$ cat src/design/pla_pkg.sv
// ----------------------------------------------------------------------------
// pla_pkg
// Types, codes and helpers for the priority lock arbiter.
// ----------------------------------------------------------------------------
`timescale 1ns / 1ps

package pla_pkg;

   localparam int QUEUE_DEPTH = 64;
   localparam int ADDR_W      = (QUEUE_DEPTH > 1) ? $clog2(QUEUE_DEPTH) : 1;
   localparam int CNT_W       = $clog2(QUEUE_DEPTH + 1);

   typedef logic [ADDR_W-1:0] addr_type;
   typedef logic [CNT_W-1:0]  count_type;

   typedef enum logic [1:0] {
      CMD_ACQUIRE = 2'd0,
      CMD_RELEASE = 2'd1,
      CMD_QUERY   = 2'd2
   } cmd_type;

   typedef enum logic [1:0] {
      STATUS_OK      = 2'd0,
      STATUS_REFUSED = 2'd1,
      STATUS_FULL    = 2'd2
   } status_type;

   typedef struct packed {
      logic [1:0]  cmd;
      logic [15:0] requester_pid;
   } req_type;

   typedef struct packed {
      logic        granted;
      logic [15:0] grant_pid;
      logic        holding;
      logic [1:0]  status;
      logic [6:0]  queue_count;
   } rsp_type;

   typedef enum logic [2:0] {
      S_IDLE,
      S_DECODE,
      S_WALK_START,
      S_COMPARE,
      S_PLACE,
      S_POP
   } ctl_state_type;

   typedef enum logic [3:0] {
      OP_NONE,
      OP_LOAD,
      OP_GRANT,
      OP_FULL,
      OP_REFUSE,
      OP_FREE,
      OP_QUERY,
      OP_NOP_RSP,
      OP_WALK_INIT,
      OP_READ,
      OP_SHIFT,
      OP_PLACE,
      OP_POP_READ,
      OP_POP_DONE
   } dp_op_type;

   typedef struct packed {
      dp_op_type op;
   } dp_cmd_type;

   typedef struct packed {
      logic [1:0] cmd;
      logic       held;
      logic       owner_match;
      logic       empty;
      logic       full;
      logic       walk_done;   // hole at logical slot zero
      logic       walk_last;   // one entry left to compare
      logic       above;       // read entry is greater than the new id
   } dp_status_type;

   function automatic addr_type addr_next(addr_type a);
      return (a == addr_type'(QUEUE_DEPTH - 1)) ? '0 : a + 1'b1;
   endfunction

   function automatic addr_type addr_prev(addr_type a);
      return (a == '0) ? addr_type'(QUEUE_DEPTH - 1) : a - 1'b1;
   endfunction

   // physical slot of logical index c counted from head h
   function automatic addr_type addr_offset(addr_type h, count_type c);
      logic [ADDR_W:0] s;
      s = {1'b0, h} + (ADDR_W+1)'(c);
      if (s >= (ADDR_W+1)'(QUEUE_DEPTH)) begin
         s = s - (ADDR_W+1)'(QUEUE_DEPTH);
      end
      return s[ADDR_W-1:0];
   endfunction

   function automatic logic [6:0] to_qcount(count_type c);
      logic [31:0] w;
      w = 32'(c);
      return w[6:0];
   endfunction

endpackage

$ cat src/design/pla_ctrl.sv
// ----------------------------------------------------------------------------
// pla_ctrl
// Command sequencer: decodes an item, runs the sorted insert walk or head pop.
// ----------------------------------------------------------------------------
`timescale 1ns / 1ps

module pla_ctrl (
   input  logic                   clock,
   input  logic                   reset,
   input  logic                   start,
   output logic                   busy,
   input  pla_pkg::dp_status_type dp_status,
   output pla_pkg::dp_cmd_type    dp_cmd
);
   import pla_pkg::*;

   ctl_state_type state_ff;
   ctl_state_type state_in;

   always_ff @(posedge clock) begin
      if (reset) begin
         state_ff <= S_IDLE;
      end else begin
         state_ff <= state_in;
      end
   end

   always_comb begin
      state_in  = state_ff;
      dp_cmd.op = OP_NONE;
      busy      = (state_ff != S_IDLE);
      case (state_ff)
         S_IDLE: begin
            if (start) begin
               dp_cmd.op = OP_LOAD;
               state_in  = S_DECODE;
            end
         end
         S_DECODE: begin
            state_in = S_IDLE;
            case (dp_status.cmd)
               CMD_ACQUIRE: begin
                  if (!dp_status.held) begin
                     dp_cmd.op = OP_GRANT;
                  end else if (dp_status.full) begin
                     dp_cmd.op = OP_FULL;
                  end else begin
                     dp_cmd.op = OP_WALK_INIT;
                     state_in  = S_WALK_START;
                  end
               end
               CMD_RELEASE: begin
                  if (!dp_status.held || !dp_status.owner_match) begin
                     dp_cmd.op = OP_REFUSE;
                  end else if (dp_status.empty) begin
                     dp_cmd.op = OP_FREE;
                  end else begin
                     dp_cmd.op = OP_POP_READ;
                     state_in  = S_POP;
                  end
               end
               CMD_QUERY: begin
                  dp_cmd.op = OP_QUERY;
               end
               default: begin
                  dp_cmd.op = OP_NOP_RSP;
               end
            endcase
         end
         S_WALK_START: begin
            if (dp_status.walk_done) begin
               dp_cmd.op = OP_PLACE;
               state_in  = S_IDLE;
            end else begin
               dp_cmd.op = OP_READ;
               state_in  = S_COMPARE;
            end
         end
         S_COMPARE: begin
            if (dp_status.above) begin
               dp_cmd.op = OP_SHIFT;
               state_in  = dp_status.walk_last ? S_PLACE : S_COMPARE;
            end else begin
               dp_cmd.op = OP_PLACE;
               state_in  = S_IDLE;
            end
         end
         S_PLACE: begin
            dp_cmd.op = OP_PLACE;
            state_in  = S_IDLE;
         end
         S_POP: begin
            dp_cmd.op = OP_POP_DONE;
            state_in  = S_IDLE;
         end
         default: begin
            state_in = S_IDLE;
         end
      endcase
   end

endmodule

$ cat src/design/pla_datapath.sv
// ----------------------------------------------------------------------------
// pla_datapath
// Lock state, circular sorted wait queue in RAM, and the result register.
// ----------------------------------------------------------------------------
`timescale 1ns / 1ps

module pla_datapath (
   input  logic                   clock,
   input  logic                   reset,
   input  pla_pkg::dp_cmd_type    dp_cmd,
   input  pla_pkg::req_type       req_data,
   output pla_pkg::dp_status_type dp_status,
   output logic                   rsp_strobe,
   output pla_pkg::rsp_type       rsp_data
);
   import pla_pkg::*;

   logic [15:0] queue_mem [QUEUE_DEPTH];

   logic        held_ff,   held_in;
   logic [15:0] owner_ff,  owner_in;
   addr_type    head_ff,   head_in;
   count_type   count_ff,  count_in;
   logic [1:0]  cmd_ff,    cmd_in;
   logic [15:0] pid_ff,    pid_in;
   addr_type    hole_ff,   hole_in;
   count_type   idx_ff,    idx_in;
   logic        strobe_ff, strobe_in;
   rsp_type     rsp_ff,    rsp_in;
   logic [15:0] rd_data_ff;

   logic        rd_en;
   addr_type    rd_addr;
   logic        wr_en;
   addr_type    wr_addr;
   logic [15:0] wr_data;

   always_ff @(posedge clock) begin
      if (reset) begin
         held_ff   <= 1'b0;
         owner_ff  <= '0;
         head_ff   <= '0;
         count_ff  <= '0;
         strobe_ff <= 1'b0;
      end else begin
         held_ff   <= held_in;
         owner_ff  <= owner_in;
         head_ff   <= head_in;
         count_ff  <= count_in;
         strobe_ff <= strobe_in;
      end
   end

   always_ff @(posedge clock) begin
      cmd_ff  <= cmd_in;
      pid_ff  <= pid_in;
      hole_ff <= hole_in;
      idx_ff  <= idx_in;
      rsp_ff  <= rsp_in;
   end

   always_ff @(posedge clock) begin
      if (wr_en) begin
         queue_mem[wr_addr] <= wr_data;
      end
      if (rd_en) begin
         rd_data_ff <= queue_mem[rd_addr];
      end
   end

   always_comb begin
      held_in   = held_ff;
      owner_in  = owner_ff;
      head_in   = head_ff;
      count_in  = count_ff;
      cmd_in    = cmd_ff;
      pid_in    = pid_ff;
      hole_in   = hole_ff;
      idx_in    = idx_ff;
      strobe_in = 1'b0;
      rsp_in    = rsp_ff;
      rd_en     = 1'b0;
      rd_addr   = addr_prev(hole_ff);
      wr_en     = 1'b0;
      wr_addr   = hole_ff;
      wr_data   = pid_ff;
      case (dp_cmd.op)
         OP_LOAD: begin
            cmd_in = req_data.cmd;
            pid_in = req_data.requester_pid;
         end
         OP_GRANT: begin
            held_in          = 1'b1;
            owner_in         = pid_ff;
            strobe_in        = 1'b1;
            rsp_in.granted   = 1'b1;
            rsp_in.grant_pid = pid_ff;
            rsp_in.holding   = 1'b0;
            rsp_in.status    = STATUS_OK;
         end
         OP_FULL, OP_REFUSE, OP_FREE, OP_QUERY, OP_NOP_RSP: begin
            strobe_in        = 1'b1;
            rsp_in.granted   = 1'b0;
            rsp_in.grant_pid = '0;
            rsp_in.holding   = 1'b0;
            rsp_in.status    = STATUS_OK;
            if (dp_cmd.op == OP_FULL) begin
               rsp_in.status = STATUS_FULL;
            end
            if (dp_cmd.op == OP_REFUSE) begin
               rsp_in.status = STATUS_REFUSED;
            end
            if (dp_cmd.op == OP_FREE) begin
               held_in  = 1'b0;
               owner_in = '0;
            end
            if (dp_cmd.op == OP_QUERY) begin
               rsp_in.holding = held_ff && (owner_ff == pid_ff);
            end
         end
         OP_WALK_INIT: begin
            hole_in = addr_offset(head_ff, count_ff);
            idx_in  = count_ff;
         end
         OP_READ: begin
            rd_en = 1'b1;
         end
         OP_SHIFT: begin
            // move the larger entry up one slot, fetch the next one below
            wr_en   = 1'b1;
            wr_data = rd_data_ff;
            hole_in = addr_prev(hole_ff);
            idx_in  = idx_ff - 1'b1;
            rd_en   = 1'b1;
            rd_addr = addr_prev(addr_prev(hole_ff));
         end
         OP_PLACE: begin
            wr_en            = 1'b1;
            count_in         = count_ff + 1'b1;
            strobe_in        = 1'b1;
            rsp_in.granted   = 1'b0;
            rsp_in.grant_pid = '0;
            rsp_in.holding   = 1'b0;
            rsp_in.status    = STATUS_OK;
         end
         OP_POP_READ: begin
            rd_en   = 1'b1;
            rd_addr = head_ff;
         end
         OP_POP_DONE: begin
            owner_in         = rd_data_ff;
            head_in          = addr_next(head_ff);
            count_in         = count_ff - 1'b1;
            strobe_in        = 1'b1;
            rsp_in.granted   = 1'b1;
            rsp_in.grant_pid = rd_data_ff;
            rsp_in.holding   = 1'b0;
            rsp_in.status    = STATUS_OK;
         end
         default: begin
         end
      endcase
      if (strobe_in) begin
         rsp_in.queue_count = to_qcount(count_in);
      end
   end

   always_comb begin
      dp_status.cmd         = cmd_ff;
      dp_status.held        = held_ff;
      dp_status.owner_match = (owner_ff == pid_ff);
      dp_status.empty       = (count_ff == '0);
      dp_status.full        = (count_ff == count_type'(QUEUE_DEPTH));
      dp_status.walk_done   = (idx_ff == '0);
      dp_status.walk_last   = (idx_ff == count_type'(1));
      dp_status.above       = (rd_data_ff > pid_ff);
   end

   assign rsp_strobe = strobe_ff;
   assign rsp_data   = rsp_ff;

endmodule

$ cat src/design/priority_lock_arbiter.sv
// ----------------------------------------------------------------------------
// priority_lock_arbiter
// Mutual-exclusion lock with a wait queue kept sorted by ascending id.
// ----------------------------------------------------------------------------
// Channel   Ports                       Handshake
// input     req_data (cmd, pid)         accepted when start && !busy
// result    rsp_data (grant, status..)  valid for one cycle while rsp_strobe
//
// A release with handover does one RAM read of the queue head. An acquire that
// queues runs the insert walk, which moves each waiter with a larger id up one
// slot, one per cycle over the single-write, single-read queue RAM (at most
// QUEUE_DEPTH - 1 waiters).
// Reset is synchronous and leaves the lock free with an empty queue; queue
// RAM contents are not cleared since only slots below the count are read.
// The result cannot be stalled; busy drops in the cycle the strobe rises.
// ----------------------------------------------------------------------------
`timescale 1ns / 1ps

module priority_lock_arbiter (
   input  logic             clock,
   input  logic             reset,
   input  logic             start,
   output logic             busy,
   input  pla_pkg::req_type req_data,
   output logic             rsp_strobe,
   output pla_pkg::rsp_type rsp_data
);
   import pla_pkg::*;

   dp_cmd_type    dp_cmd;
   dp_status_type dp_status;

   // sequencer: decode, insert walk, head pop
   pla_ctrl u_ctrl (
      .clock     (clock),
      .reset     (reset),
      .start     (start),
      .busy      (busy),
      .dp_status (dp_status),
      .dp_cmd    (dp_cmd)
   );

   // queue is a circular buffer: head pointer gives O(1) pop, insert walks
   // backward from the tail shifting larger ids up until the slot is found
   pla_datapath u_datapath (
      .clock      (clock),
      .reset      (reset),
      .dp_cmd     (dp_cmd),
      .req_data   (req_data),
      .dp_status  (dp_status),
      .rsp_strobe (rsp_strobe),
      .rsp_data   (rsp_data)
   );

endmodule

$ cat config.mk
export PLATFORM = sky130hd
export DESIGN_NAME = priority_lock_arbiter
export DESIGN_NICKNAME = d
export VERILOG_FILES = /design/src/design/pla_pkg.sv /design/src/design/pla_ctrl.sv /design/src/design/pla_datapath.sv /design/src/design/priority_lock_arbiter.sv
export SDC_FILE = /design/constraint.sdc
export NUM_CORES = 1
export LEC_CHECK = 0
export ABC_CLOCK_PERIOD_IN_PS = 5000
export BUFFER_PORTS_ARGS = -buffer_cell sky130_fd_sc_hd__buf_4
export CAP_MARGIN = 25
export CORE_ASPECT_RATIO = 1.5
export CORE_MARGIN = 2
export CORE_UTILIZATION = 40
export DETAILED_ROUTE_END_ITERATION = 8
export PLACE_DENSITY_LB_ADDON = 0.3
export REMOVE_ABC_BUFFERS = 1
export SLEW_MARGIN = 5
export SYNTH_ARGS = -nofsm -noshare
export SYNTH_HDL_FRONTEND = slang
export SYNTH_SLANG_ARGS = --single-unit
$ cat constraint.sdc
create_clock -name clock -period 5 [get_ports clock]
set_input_delay 0.5 -clock clock [delete_from_list [all_inputs] [get_ports clock]]
set_output_delay 0.5 -clock clock [all_outputs]
set_load 0.03 [all_outputs]
==> results by group <==
Run status
  – Status: finished, final reports clean

Clocking
  – Total CTS buffers: 101
  – Clk buf depth: 3
  – CTS clk-pin slew, worst paths: 0.08 ns
  – Clk_lat worst skew: 0.72 ns
  – # clock sinks: 1132
  – Root Buffer: clkbuf_16
  – CTS H-tree lvls: 3
  – CTS tree: done

Power
  – Leakage: 0.0186 uW
  – Worst VDD drop: 0.253 mV
  – PwrDens: 357 nW/um^2

Drt
  – Total Wirelength: 134 mm
  – Routed len/inst: 26.3 um
  – Iteration-0 DRC Markers: 2904
  – Routed vias: 29455
  – DRC Markers: 0
  – Vias/cell: 5.80
  – Routed Antenna Nets: 0
  – Pre-Repair DR Iteration Count: 5

Global routing
  – Initial antenna violation count: 1
  – First-pass GRT wire length: 194 mm
  – Vias in the first global route: 28594
  – Met1 Use GR: 26.0%
  – Largest net degree at the start of global routing: 93
  – Global Route met3 Usage: 2.51%
  – GRT Resource Usage Total: 21.7%
  – GR Util met2: 37.5%
  – Most Crowded Layer GR: met2
  – Total gr overflow: 0

STA
  – Slew Limit Headroom: 28.3%
  – Max Clock Freq: 207 MHz
  – Hold_ws: 0.214 ns
  – Fin crit share: 96.6%
  – Final Hold Viols: 0
  – Worst-margin pin slew: 1.05 ns
  – # setup viols final: 0
  – Unrepaired setup endpoints after global routing: true
  – Fin crit period: 4.83 ns
  – Fin. max-slew vios: 0
  – Clock Skews: 0.0363 ns
  – Setup TNS: 0 ns

Setup path
  – WS Path Type: reg -> reg
  – CP required: 5.40 ns
  – R2r setup slk: 0.17 ns
  – CP arrival: 5.23 ns
  – CP Launch Type: flop
  – Crit path capture type: flop
  – Critical path fanouts, max: 40

Die
  – Initial Util: 40.2%
  – Core ar.: 117000 um^2
  – I/O pin total: 50
  – Die width: 284 um
  – Site Rows: 154
  – Die footprint: 121000 um^2
  – Die Height: 424 um

Yosys
  – Post-synthesis cell type count: 82
  – Yosys top cell area share: 69.9%
  – Number of synthesized flops with an enable pin: 1098
  – Ys async rst share: 0%
  – Syn Area/Cell: 14.5 um^2
  – Post-synthesis sequential area ratio: 71.4%
  – Post-synth top area cell: edfxtp_1
  – Largest cells by area after synthesis: edfxtp_1, a211oi_1, and3_1
  – Ys flop type: edfxtp_1
  – Mapped Area: 47100 um^2
  – Mapped Cells: 3260
  – Warning count from the yosys run: 0
  – Register bit total from synthesis: 1132

Placement
  – I/O Buffers: 49
  – Post-DP HPWL: 82.2 mm
  – GP Congestion: 0.896

Job
  – MaxCap Viol Count: 0

Cells and area
  – Share of post-route cells with drive strength above 1: 14.8%
  – P&R area growth vs syn: 15.2%
  – Nets: 3491
  – Final core occ: 46.4%
  – Antenna diodes: 0

Hold path
  – Worst hold-check path type: in -> reg
cell usage after synthesis (all sizes together) (4+ instances only):
cell	n
nor4	7
nor2	128
nand3b	4
nand2b	7
o22a	15
and2	7
a2111oi	17
a21o	7
inv	33
buf	113
nor3	33
a31oi	70
a221oi	32
clkbuf	125
nor2b	10
a31o	19
and3	240
xor2	20
a211o	10
xnor2	18
o22ai	15
nand2	378
nand3	29
dfxtp	34
a311oi	46
or3	11
a211oi	324
o21bai	7
nand4	30
edfxtp	1098
a22o	16
or2	5
mux2i	134
a21oi	86
o21a	5
mux2	20
ha	33
o211ai	17
o21ai	25
cell type report:
| class | count | area (um^2) |
|---|---|---|
| fillers | 10199 | 62800 |
| inverters | 33 | 124 |
| well taps | 1560 | 1950 |
| flip-flops and latches | 1132 | 33700 |
| clock buffers | 123 | 2640 |
| multi-input cells | 1857 | 12300 |
| clock inverters | 62 | 860 |
| repair buffers | 310 | 2780 |
registers in the layout, summed over array words and instances, names as in the netlist, 2 cells and up:
name,count
u_datapath.rd_data_ff,16
u_ctrl.state_ff,3
u_datapath.owner_ff,16
u_datapath.pid_ff,16
u_datapath.cmd_ff,2
u_datapath.hole_ff,6
u_datapath.head_ff,6
u_datapath.count_ff,7
u_datapath.idx_ff,7
u_datapath.rsp_data,27
u_datapath.queue_mem,1024
kinds of logic after synthesis:
logic type	share of synthesized area, %
AOI/OAI and AO/OA	11.5
xor gates and xnor gates	0.706
adders and majority gates	0.961
buffers and inverters	2.68
DFF	71.4
muxes	3.32
and+or+nand+nor	9.49
layer usage:
layer  share of wire [%]  wire length, um
met1                  38            50200
met2                  50            67300
met3                 5.3             7030
met4                 6.7             8990
met5                   0                0
where the power goes:
part	internal [uW]	leakage [uW]	switching, uW
combinational	161	0.00670	440
clock	4760	0.00170	3510
sequential	10500	0.0102	31.9
critical path, cell delays in order, from the launching register on:
cell and delay [ns]:
edfxtp_1 0.43, inv_1 0.07, ha_1 0.31, nand4_1 0.16, nor3_1 0.35, a32oi_1 0.18, o31a_1 0.24, a31oi_4 0.45
nand2_4 0.28, buf_12 0.25, buf_12 0.18, a2111oi_1 0.49, a211o_1 0.19, a311oi_1 0.06, a2111oi_1 0.42, buf_4 0.22
nand4_1 0.18
metrics by stage:
| step | worst slack [ns] | instance area [um^2] | total power [uW] | instances |
|---|---|---|---|---|
| 3_5_place_dp | 0.0839 | 50600 | 11300 | 4871 |
| 5_1_grt | -0.0342 | 54300 | 19900 | 5077 |
| 6_report | 0.169 | 54300 | 19400 | 5077 |
| 2_1_floorplan | -9.98 | 46000 | 11000 | 3022 |
| 4_1_cts | 0.0538 | 54300 | 19500 | 5074 |
| 3_3_place_gp | 0.134 | 50500 | 11300 | 4870 |
placed cells by master (no fill, tap or decap), types with 16 or more instances in the layout:
cell type / instances
edfxtp_1: 1098
nand2_1: 377
a211oi_1: 318
buf_4: 258
and3_1: 240
mux2i_1: 134
nor2_1: 125
clkbuf_16: 102
a21oi_1: 86
a31oi_1: 69
a311oi_1: 46
dfxtp_1: 34
ha_1: 33
inv_1: 32
a221oi_1: 32
buf_12: 32
nor3_1: 29
nand3_1: 27
nand4_1: 24
o21ai_0: 21
xor2_1: 20
mux2_2: 20
clkbuf_1: 20
clkinv_2: 19
bufinv_16: 19
xnor2_1: 18
dlygate4sd3_1: 18
o211ai_1: 17
a22o_1: 16
timing repair:
action | in CTS | in global routing
hold endpoints to repair | 18 | 0
setup endpoints to repair | 0 | 6
hold buffers | 18 | 0
setup buffers | 0 | 1
gates resized for setup | 0 | 7
worst paths after layout:
path | startpoint | to | cells after the start
max | u_datapath.pid_ff[14] | u_datapath.rd_data_ff[14] | 16
max reg2reg | u_datapath.pid_ff[14] | u_datapath.rd_data_ff[14] | 16
min reg2reg | u_datapath.owner_ff[7] | u_datapath.owner_ff[7] | 2
min | reset | u_datapath.head_ff[1] | 2
No activity file was read; power rests on OpenSTA's default activity.
